**config.mk**
```make
export PLATFORM = sky130hd
export DESIGN_NAME = tls_record_deframer
export DESIGN_NICKNAME = d
export VERILOG_FILES = /design/src/sv/tlsd_pkg.sv /design/src/sv/tlsd_parser.sv /design/src/sv/tlsd_queue.sv /design/src/sv/tlsd_out_stage.sv /design/src/sv/tls_record_deframer.sv
export VERILOG_INCLUDE_DIRS = /design/src /design/src/sv
export SDC_FILE = /design/constraint.sdc
export NUM_CORES = 1
export LEC_CHECK = 0
export ABC_AREA = 1
export BUFFER_PORTS_ARGS = -buffer_cell sky130_fd_sc_hd__buf_4
export CORE_ASPECT_RATIO = 1.2
export CORE_MARGIN = 5
export CORE_UTILIZATION = 56
export CTS_CLUSTER_SIZE = 14
export DETAILED_ROUTE_END_ITERATION = 8
export GPL_TIMING_DRIVEN = 1
export PLACE_DENSITY = 0.73
export SETUP_SLACK_MARGIN = 0.2
export SLEW_MARGIN = 30
export SYNTH_ARGS = -nofsm -noshare
export SYNTH_HDL_FRONTEND = slang
export SYNTH_SLANG_ARGS = --single-unit
```
**constraint.sdc**
```tcl
create_clock -name clk -period 6.25 [get_ports clk]
set_input_delay 0.9375 -clock clk [delete_from_list [all_inputs] [get_ports clk]]
set_output_delay 0.9375 -clock clk [all_outputs]
set_load 0.02 [all_outputs]
```
**src/sv/tls_record_deframer_defines.svh**
```systemverilog
// Assertion macros used by the TLS record deframer top level.
`ifndef TLS_RECORD_DEFRAMER_DEFINES_SVH
`define TLS_RECORD_DEFRAMER_DEFINES_SVH
`ifndef SYNTHESIS
`define TLSD_ASSERT_IMPLY(label, clk, rst_n, ante, cons) \
	label: assert property (@(posedge clk) disable iff (!(rst_n)) (ante) |-> (cons)) \
		else $error("tlsd assertion failed");
`define TLSD_ASSERT_NEXT(label, clk, rst_n, ante, cons) \
	label: assert property (@(posedge clk) disable iff (!(rst_n)) (ante) |=> (cons)) \
		else $error("tlsd assertion failed");
`else
`define TLSD_ASSERT_IMPLY(label, clk, rst_n, ante, cons)
`define TLSD_ASSERT_NEXT(label, clk, rst_n, ante, cons)
`endif
`endif

```
**src/sv/tlsd_pkg.sv**
```systemverilog
// Types and constants shared by the TLS record deframer modules.
`default_nettype none
package tlsd_pkg;

	// Parser phases; also the byte_part code of a byte.
	localparam logic [2:0] PH_HDR = 3'd0;
	localparam logic [2:0] PH_PAY = 3'd1;
	localparam logic [2:0] PH_HSH = 3'd2;
	localparam logic [2:0] PH_HSB = 3'd3;
	localparam logic [2:0] PH_ERR = 3'd4;

	// Status codes.
	localparam logic [2:0] ST_OK          = 3'd0;
	localparam logic [2:0] ST_BAD_VERSION = 3'd1;
	localparam logic [2:0] ST_BAD_TYPE    = 3'd2;
	localparam logic [2:0] ST_TOO_LONG    = 3'd3;
	localparam logic [2:0] ST_HS_OVERRUN  = 3'd4;

	// Record content types.
	localparam logic [7:0] CT_CCS       = 8'd20;
	localparam logic [7:0] CT_ALERT     = 8'd21;
	localparam logic [7:0] CT_HANDSHAKE = 8'd22;
	localparam logic [7:0] CT_APP_DATA  = 8'd23;

	localparam int unsigned MAX_LEN_W     = 15;
	localparam logic [MAX_LEN_W-1:0] MAX_LEN_RESET = 15'd16384;
	// Padding allowance (256) plus MAC allowance (16) for non-application records.
	localparam logic [16:0] LEN_ALLOWANCE = 17'd272;
	localparam logic [7:0] MIN_MAJOR      = 8'd3;

	localparam int unsigned QDEPTH = 4;
	localparam int unsigned QPTR_W = $clog2(QDEPTH);
	localparam int unsigned QCNT_W = $clog2(QDEPTH + 1);

	typedef struct packed {
		logic [7:0]  byte_out;
		logic [2:0]  byte_part;
		logic [7:0]  content_type;
		logic [7:0]  version_major;
		logic [7:0]  version_minor;
		logic [15:0] record_length;
		logic [7:0]  handshake_type;
		logic [23:0] handshake_length;
		logic        header_done;
		logic        record_last;
		logic        handshake_last;
		logic [2:0]  status;
	} result_t;

	typedef struct packed {
		logic [QCNT_W-1:0] count;
		logic              full;
		logic              empty;
	} q_status_t;

endpackage
`default_nettype wire

```
**src/sv/tlsd_parser.sv**
```systemverilog
// Front end: record and handshake header parser, one byte per cycle while bytes are accepted.
`default_nettype none
module tlsd_parser (
	input  wire logic                           clk,
	input  wire logic                           arst_n,
	input  wire logic                           fire,
	input  wire logic [7:0]                     data_byte,
	input  wire logic [tlsd_pkg::MAX_LEN_W-1:0] max_len,
	output tlsd_pkg::result_t                   result
);
	import tlsd_pkg::*;

	logic [2:0]  phase_q, phase_d;
	logic [2:0]  hdr_cnt_q, hdr_cnt_d;
	logic [7:0]  type_q, type_d;
	logic [7:0]  major_q, major_d;
	logic [7:0]  minor_q, minor_d;
	logic [15:0] length_q, length_d;
	logic [15:0] rec_rem_q, rec_rem_d;
	logic [1:0]  hs_cnt_q, hs_cnt_d;
	logic [7:0]  hs_type_q, hs_type_d;
	logic [23:0] hs_len_q, hs_len_d;
	logic [23:0] hs_rem_q, hs_rem_d;
	logic [2:0]  err_q, err_d;

	logic [15:0] rec_dec;
	logic [23:0] hs_dec;
	logic [16:0] other_limit;
	logic [2:0]  hdr_err;
	logic [2:0]  part;
	logic        hd, rl, hl;

	assign rec_dec     = rec_rem_q - 16'd1;
	assign hs_dec      = hs_rem_q - 24'd1;
	assign other_limit = {2'b00, max_len} + LEN_ALLOWANCE;

	// Header checks in priority order, on the length after the last header byte.
	always_comb begin
		hdr_err = ST_OK;
		if (major_q < MIN_MAJOR) begin
			hdr_err = ST_BAD_VERSION;
		end else if (!(type_q inside {CT_CCS, CT_ALERT, CT_HANDSHAKE, CT_APP_DATA})) begin
			hdr_err = ST_BAD_TYPE;
		end else if (type_q == CT_APP_DATA) begin
			if (length_d > {1'b0, max_len}) begin
				hdr_err = ST_TOO_LONG;
			end
		end else if ((minor_q != 8'd0) && ({1'b0, length_d} > other_limit)) begin
			hdr_err = ST_TOO_LONG;
		end
	end

	always_comb begin
		phase_d   = phase_q;
		hdr_cnt_d = hdr_cnt_q;
		type_d    = type_q;
		major_d   = major_q;
		minor_d   = minor_q;
		length_d  = length_q;
		rec_rem_d = rec_rem_q;
		hs_cnt_d  = hs_cnt_q;
		hs_type_d = hs_type_q;
		hs_len_d  = hs_len_q;
		hs_rem_d  = hs_rem_q;
		err_d     = err_q;
		part      = phase_q;
		hd        = 1'b0;
		rl        = 1'b0;
		hl        = 1'b0;
		unique case (phase_q)
			PH_HDR: begin
				case (hdr_cnt_q)
					3'd0: type_d = data_byte;
					3'd1: major_d = data_byte;
					3'd2: minor_d = data_byte;
					3'd3: length_d = {data_byte, 8'd0};
					default: length_d = {length_q[15:8], data_byte};
				endcase
				if (hdr_cnt_q < 3'd4) begin
					hdr_cnt_d = hdr_cnt_q + 3'd1;
				end else begin
					hdr_cnt_d = 3'd0;
					if (hdr_err != ST_OK) begin
						err_d   = hdr_err;
						phase_d = PH_ERR;
					end else begin
						hd        = 1'b1;
						rec_rem_d = length_d;
						hs_cnt_d  = 2'd0;
						if (length_d == 16'd0) begin
							rl = 1'b1;
						end else if (type_q == CT_HANDSHAKE) begin
							phase_d = PH_HSH;
						end else begin
							phase_d = PH_PAY;
						end
					end
				end
			end
			PH_PAY: begin
				rec_rem_d = rec_dec;
				if (rec_dec == 16'd0) begin
					rl      = 1'b1;
					phase_d = PH_HDR;
				end
			end
			PH_HSH: begin
				rec_rem_d = rec_dec;
				case (hs_cnt_q)
					2'd0: hs_type_d = data_byte;
					2'd1: hs_len_d = {data_byte, 16'd0};
					2'd2: hs_len_d = {hs_len_q[23:16], data_byte, 8'd0};
					default: hs_len_d = {hs_len_q[23:8], data_byte};
				endcase
				if (hs_cnt_q != 2'd3) begin
					hs_cnt_d = hs_cnt_q + 2'd1;
					if (rec_dec == 16'd0) begin
						err_d   = ST_HS_OVERRUN;
						phase_d = PH_ERR;
					end
				end else begin
					hs_cnt_d = 2'd0;
					hs_rem_d = hs_len_d;
					if (hs_len_d > {8'd0, rec_dec}) begin
						err_d   = ST_HS_OVERRUN;
						phase_d = PH_ERR;
					end else if (hs_len_d == 24'd0) begin
						hl = 1'b1;
						if (rec_dec == 16'd0) begin
							rl      = 1'b1;
							phase_d = PH_HDR;
						end
					end else begin
						phase_d = PH_HSB;
					end
				end
			end
			PH_HSB: begin
				rec_rem_d = rec_dec;
				hs_rem_d  = hs_dec;
				if (hs_dec == 24'd0) begin
					hl = 1'b1;
					if (rec_dec == 16'd0) begin
						rl      = 1'b1;
						phase_d = PH_HDR;
					end else begin
						phase_d = PH_HSH;
					end
				end
			end
			default: begin
				part    = PH_ERR;
				phase_d = PH_ERR;
			end
		endcase
	end

	always_comb begin
		result.byte_out         = data_byte;
		result.byte_part        = part;
		result.content_type     = type_d;
		result.version_major    = major_d;
		result.version_minor    = minor_d;
		result.record_length    = length_d;
		result.handshake_type   = hs_type_d;
		result.handshake_length = hs_len_d;
		result.header_done      = hd;
		result.record_last      = rl;
		result.handshake_last   = hl;
		result.status           = err_d;
	end

	always_ff @(posedge clk or negedge arst_n) begin
		if (!arst_n) begin
			phase_q   <= PH_HDR;
			hdr_cnt_q <= 3'd0;
			type_q    <= 8'd0;
			major_q   <= 8'd0;
			minor_q   <= 8'd0;
			length_q  <= 16'd0;
			rec_rem_q <= 16'd0;
			hs_cnt_q  <= 2'd0;
			hs_type_q <= 8'd0;
			hs_len_q  <= 24'd0;
			hs_rem_q  <= 24'd0;
			err_q     <= ST_OK;
		end else if (fire) begin
			phase_q   <= phase_d;
			hdr_cnt_q <= hdr_cnt_d;
			type_q    <= type_d;
			major_q   <= major_d;
			minor_q   <= minor_d;
			length_q  <= length_d;
			rec_rem_q <= rec_rem_d;
			hs_cnt_q  <= hs_cnt_d;
			hs_type_q <= hs_type_d;
			hs_len_q  <= hs_len_d;
			hs_rem_q  <= hs_rem_d;
			err_q     <= err_d;
		end
	end

endmodule
`default_nettype wire

```
**src/sv/tlsd_queue.sv**
```systemverilog
// Short result queue between the parser and the output stage.
`default_nettype none
module tlsd_queue (
	input  wire logic                clk,
	input  wire logic                arst_n,
	input  wire logic                push,
	input  tlsd_pkg::result_t        push_data,
	input  wire logic                pop,
	output tlsd_pkg::result_t        pop_data,
	output tlsd_pkg::q_status_t      stat
);
	import tlsd_pkg::*;

	result_t           entry_q [QDEPTH];
	logic [QPTR_W-1:0] wr_ptr_q;
	logic [QPTR_W-1:0] rd_ptr_q;
	logic [QCNT_W-1:0] count_q;

	assign pop_data   = entry_q[rd_ptr_q];
	assign stat.count = count_q;
	assign stat.full  = (count_q == QCNT_W'(QDEPTH));
	assign stat.empty = (count_q == '0);

	always_ff @(posedge clk) begin
		if (push) begin
			entry_q[wr_ptr_q] <= push_data;
		end
	end

	always_ff @(posedge clk or negedge arst_n) begin
		if (!arst_n) begin
			wr_ptr_q <= '0;
			rd_ptr_q <= '0;
			count_q  <= '0;
		end else begin
			if (push) begin
				wr_ptr_q <= wr_ptr_q + 1'b1;
			end
			if (pop) begin
				rd_ptr_q <= rd_ptr_q + 1'b1;
			end
			if (push && !pop) begin
				count_q <= count_q + 1'b1;
			end else if (pop && !push) begin
				count_q <= count_q - 1'b1;
			end
		end
	end

endmodule
`default_nettype wire

```
**src/sv/tlsd_out_stage.sv**
```systemverilog
// Back end: output register that drains the result queue.
`default_nettype none
module tlsd_out_stage (
	input  wire logic           clk,
	input  wire logic           arst_n,
	input  wire logic           q_empty,
	input  tlsd_pkg::result_t   q_data,
	output logic                pop,
	output logic                result_valid,
	input  wire logic           result_ready,
	output tlsd_pkg::result_t   result
);
	import tlsd_pkg::*;

	logic    valid_q;
	result_t data_q;

	// Refill whenever the register is empty or being drained this cycle.
	assign pop          = !q_empty && (!valid_q || result_ready);
	assign result_valid = valid_q;
	assign result       = data_q;

	always_ff @(posedge clk or negedge arst_n) begin
		if (!arst_n) begin
			valid_q <= 1'b0;
		end else if (pop) begin
			valid_q <= 1'b1;
		end else if (result_ready) begin
			valid_q <= 1'b0;
		end
	end

	always_ff @(posedge clk) begin
		if (pop) begin
			data_q <= q_data;
		end
	end

endmodule
`default_nettype wire

```
**src/sv/tls_record_deframer.sv**
```systemverilog
// Top level of the TLS record deframer: parser, result queue and output stage.
//
//  channel   handshake                   payload
//  -------   -------------------------   ---------------------------------------
//  config    cfg_wr_en                   cfg_wr_data (max_content_len)
//  input     data_valid / data_ready     data_byte
//  result    result_valid / result_ready byte_out ... status (one per byte)
//
// One byte per clock while data_ready is high: the parser updates its header state in the
// cycle of the transfer, so the per-byte state recurrence through the parser sets the rate.
// A result is written into the queue at its input transfer and then loaded into the output register.
// The 4-entry queue absorbs output stalls; data_ready drops only when it is full.
// Reset clears all parser state and the sticky error, and sets max_content_len to 16384.
`default_nettype none
`include "tls_record_deframer_defines.svh"
module tls_record_deframer (
	input  wire logic        clk,
	input  wire logic        arst_n,
	input  wire logic        cfg_wr_en,
	input  wire logic [14:0] cfg_wr_data,
	input  wire logic        data_valid,
	output logic             data_ready,
	input  wire logic [7:0]  data_byte,
	output logic             result_valid,
	input  wire logic        result_ready,
	output logic [7:0]       byte_out,
	output logic [2:0]       byte_part,
	output logic [7:0]       content_type,
	output logic [7:0]       version_major,
	output logic [7:0]       version_minor,
	output logic [15:0]      record_length,
	output logic [7:0]       handshake_type,
	output logic [23:0]      handshake_length,
	output logic             header_done,
	output logic             record_last,
	output logic             handshake_last,
	output logic [2:0]       status
);
	import tlsd_pkg::*;

	logic [MAX_LEN_W-1:0] max_len_q;
	logic                 data_fire;
	logic                 pop;
	result_t              parsed;
	result_t              q_head;
	result_t              out_res;
	q_status_t            q_stat;

	// The limit register must be written only while the block is idle; the block does not enforce it.
	always_ff @(posedge clk or negedge arst_n) begin
		if (!arst_n) begin
			max_len_q <= MAX_LEN_RESET;
		end else if (cfg_wr_en) begin
			max_len_q <= cfg_wr_data;
		end
	end

	// A transfer is taken whenever the queue has a free slot.
	assign data_ready = !q_stat.full;
	assign data_fire  = data_valid && data_ready;

	tlsd_parser u_parser (
		.clk       (clk),
		.arst_n    (arst_n),
		.fire      (data_fire),
		.data_byte (data_byte),
		.max_len   (max_len_q),
		.result    (parsed)
	);

	tlsd_queue u_queue (
		.clk       (clk),
		.arst_n    (arst_n),
		.push      (data_fire),
		.push_data (parsed),
		.pop       (pop),
		.pop_data  (q_head),
		.stat      (q_stat)
	);

	tlsd_out_stage u_out (
		.clk          (clk),
		.arst_n       (arst_n),
		.q_empty      (q_stat.empty),
		.q_data       (q_head),
		.pop          (pop),
		.result_valid (result_valid),
		.result_ready (result_ready),
		.result       (out_res)
	);

	assign byte_out         = out_res.byte_out;
	assign byte_part        = out_res.byte_part;
	assign content_type     = out_res.content_type;
	assign version_major    = out_res.version_major;
	assign version_minor    = out_res.version_minor;
	assign record_length    = out_res.record_length;
	assign handshake_type   = out_res.handshake_type;
	assign handshake_length = out_res.handshake_length;
	assign header_done      = out_res.header_done;
	assign record_last      = out_res.record_last;
	assign handshake_last   = out_res.handshake_last;
	assign status           = out_res.status;

	// The queue never holds more than its depth, and never pops while empty.
	`TLSD_ASSERT_IMPLY(a_q_bound, clk, arst_n, 1'b1, q_stat.count <= QCNT_W'(QDEPTH))
	`TLSD_ASSERT_IMPLY(a_q_pop, clk, arst_n, pop, !q_stat.empty)
	// Once an error is reported, every later result carries the same status.
	`TLSD_ASSERT_NEXT(a_sticky, clk, arst_n, result_valid && status != ST_OK,
		!result_valid || status == $past(status))
	// A dropped byte only follows an error, and a good header never reports one.
	`TLSD_ASSERT_IMPLY(a_drop, clk, arst_n, result_valid && byte_part == PH_ERR,
		status != ST_OK && !header_done && !record_last && !handshake_last)
	`TLSD_ASSERT_IMPLY(a_hdr_ok, clk, arst_n, result_valid && header_done, status == ST_OK)

endmodule
`default_nettype wire
```
==> flow_summary.toml <==
[power]
p_leak_nw = 11.9
switching_share_pct = 33.8
ir_drop_uv = 278
intPower_w = 0.00861
p_clk_share_pct = 26.1
p_per_area_nw_per_um2 = 435
combPwrFrac_pct = 28.3
seqPwrFrac_pct = 45.5
power.switching_w = 0.00440

[final_layout]
area_growth_pct = 12.7
drive_above_1_share_pct = 11.7
antenna_cells = 0
final_nets = 2738
multi_input_area_sq_um = 8300
seq_area_sq_um = 17000
fillCellCount = 3633
final_cells = 3316

[clock_network]
clock_latency_ns = 0.62
cts_buffers = 56
cts_tree = "built"
cts.sinks = 591
cts_hold_buf = 0
cts_resized = 0
clk_path_buf_depth = 3
cts-root-buf = "clkbuf_16"
cts_setup_buffers = 0
clk_pin_slew_worst_paths_ns = 0.07
htreeDepth = 2

[routing]
ant_nets = 0
drc = 0
wl_per_cell_um = 19.9
drt_iter0_drc = 1445
vias_per_cell = 5.71
routed_wl_mm = 65.9
first_pass_iters = 7
dr_total_vias = 18900

[synthesis]
synthArstFlopShare_pct = 24.7
ys_types = 50
synth-edff-count = 445
ys_ff_latch = 591
synthCells = 2554
synth_nets = 2645
synth_area_sq_um = 26500
syn_area_per_cell_sq_um = 10.4
synth_warnings = 0
yosysSeqAreaShare_pct = 64.2
synth_ff_type = "edfxtp_1"

[worst_setup_path]
startpoint_type = "flop"
path_class = "flop to flop"
cp.arrival_ns = 4.75
cp_max_fo = 34
critPathRequiredTime_ns = 6.79
end_kind = "flop"

[global_routing]
grt_pass1_wl_mm = 103
grt_overflow = 0
grt_antenna_before_repair = 0
grt_usage_pct = 25.3
grt_pass1_vias = 18700
grt_max_degree = 105

[timing]
worstMarginPinSlew_ns = 1.00
finalHoldViolCount = 0
setup_tns_ns = 0
min_period_ns = 4.21
fin_ws_ns = 2.04
skew_ns = 0.0182
timing.fmax_ghz = 0.237
drv_slew = 0
post-route-period-util_pct = 67.4
setup_viol = 0
slew_headroom_pct = 32.6
grt_setup_unrepaired = "false"
whs_ns = 0.235

[die]
die_w_um = 209
die_h_um = 248
fp.coreArea_sq_um = 46900
rows = 87
initial_utilization_pct = 56.5
io_pins = 119
die_area_sq_um = 51800

[flow_run]
cap_viol_max_count = 0

[outcome]
status = "finished, final reports clean"

[placed_design]
gp_congestion = 0.929
dpl.hpwl_mm = 42.1
portBuffers = 118
place_ws_ns = 1.83
place_inst = 3212

[worst_hold_path]
hp-class = "input port to asynchronous set/reset pin"
==> metrics by stage <==
step	power [W]	utilization, %	cell area, sq um
finish	0.0130	63.7	29900
global route	0.0137	63.7	29900
detailed placement	0.00971	59.8	28000
floorplan	0.00822	-	26500
global placement	0.00954	59.7	28000
CTS	0.0131	63.7	29900
==> registers in the layout (all words and copies together) (netlist names), 3 cells and up <==
register            flops
u_queue.entry_q       356
u_out.result           89
u_parser.hs_len_q      24
u_parser.hs_rem_q      24
u_parser.length_q      16
u_parser.rec_rem_q     16
max_len_q              15
u_parser.hs_type_q      8
u_parser.major_q        8
u_parser.minor_q        8
u_parser.type_q         8
u_parser.err_q          3
u_parser.hdr_cnt_q      3
u_parser.phase_q        3
u_queue.count_q         3
==> layer usage <==
layer | vias up | global-route usage [%] | share of wire [%]
met5 | - | 0 | 0
met4 | 0 | 9.00 | 3.3
met3 | 128 | 3.97 | 6.4
met2 | 662 | 44.5 | 50
met1 | 9139 | 32.3 | 40
li1 | 8991 | - | -
==> path summary, 6_finish.rpt <==
check,from,to,slack (ns),cells after the start
hold reg to reg,u_parser.hs_type_q[7],u_parser.hs_type_q[7],0.48,2
hold / removal,arst_n,u_parser.hs_type_q[7],0.24,1
min in group clk,u_parser.hs_type_q[7],u_parser.hs_type_q[7],0.48,2
setup / recovery,u_parser.hdr_cnt_q[0],u_parser.hs_cnt_q[0],2.04,25
setup reg to reg,u_parser.hdr_cnt_q[0],u_parser.hs_cnt_q[0],2.04,25
max in group asynchronous,arst_n,u_queue.rd_ptr_q[1],4.97,2
==> cells in the mapped netlist, types with 3 or more instances <==
cell type / n / area, sq um
nand2_1: 479 / 1800
edfxtp_1: 445 / 13400
o21ai_0: 373 / 1870
nor2_1: 340 / 1280
inv_1: 202 / 758
dfrtp_1: 145 / 3630
o22ai_1: 112 / 701
clkbuf_1: 85 / 319
nand3_1: 67 / 335
ha_1: 62 / 776
a21oi_1: 37 / 185
nor2_2: 30 / 188
nand4_1: 26 / 163
a21oi_2: 16 / 140
xor2_1: 16 / 140
nor3_1: 14 / 70.1
o21ai_1: 11 / 55.1
nor2_4: 8 / 90.1
o211ai_1: 8 / 60.1
buf_2: 7 / 35.0
buf_1: 6 / 22.5
nand2_2: 6 / 37.5
nand2_4: 5 / 56.3
a31oi_1: 4 / 25.0
buf_4: 4 / 30.0
buf_6: 4 / 45.0
inv_2: 4 / 15.0
nand3_2: 4 / 40.0
a21o_1: 3 / 22.5
clkinv_1: 3 / 11.3
xnor2_1: 3 / 26.3
==> power by group through the flow <==
stage	Sequential (W)	Combinational, W	Clock [W]
2_1_floorplan	0.00630	0.00192	0
3_3_place_gp	0.00605	0.00348	0
3_5_place_dp	0.00599	0.00371	0
4_1_cts	0.00592	0.00374	0.00345
5_1_grt	0.00600	0.00407	0.00361
6_report	0.00592	0.00369	0.00340
==> layout by cell type, fill, tap and decap left out, types with 13 or more instances in the layout <==
cell type  Yosys  routed
clkbuf_16      0      57
nor3_1        14      13
inv_1        202     199
a21oi_1       37      37
ha_1          62      62
o21ai_0      373     372
nand4_1       26      26
dfrtp_1      145     143
edfxtp_1     445     445
buf_4          4     132
nand3_1       67      67
nor2_2        30      31
a21oi_2       16      16
o22ai_1      112     112
nor2_1       340     335
xor2_1        16      16
nand2_1      479     479
clkinv_1       3      15
==> worst max-delay path, stage by stage, from the launching register on <==
cell,delay [ns]
dfrtp_1,0.39
inv_1,0.10
ha_1,0.23
nor2_1,0.21
nand2_1,0.10
nand2_2,0.15
nand2_4,0.10
o21ai_1,0.21
inv_1,0.08
o21ai_0,0.61
ha_1,0.37
nand4_1,0.12
inv_1,0.05
nand2_1,0.06
nand2_1,0.05
nand2_1,0.05
nand3_1,0.07
nand2_1,0.09
nand2_1,0.07
nand2_2,0.14
nand2_4,0.09
nand2_4,0.09
nand2_4,0.31
nor2_1,0.24
nand2_1,0.08
o21ai_0,0.07
==> kinds of logic (layout without fill, tap and decap cells) <==
family / Yosys count / count (layout) / synth area share [%]
and+or+nand+nor: 990 / 990 / 15.6
DFF: 591 / 591 / 64.2
AOI/OAI and AO/OA: 572 / 572 / 11.8
buffers and inverters: 317 / 456 / 4.71
adders and majority gates: 63 / 63 / 3.00
xor gates and xnor gates: 19 / 19 / 0.628
muxes: 2 / 2 / 0.0802
==> cell type report <==
class,instances,share of cell area (%)
Clock buffer,70,4.97
Inverter,211,2.68
Multi-Input combinational cell,1646,27.8
Sequential cell,591,57.0
Timing Repair Buffer,141,3.83
Tap cell,623,2.61
Clock inverter,34,1.16
Note: power is estimated with default switching activity, not from simulation.
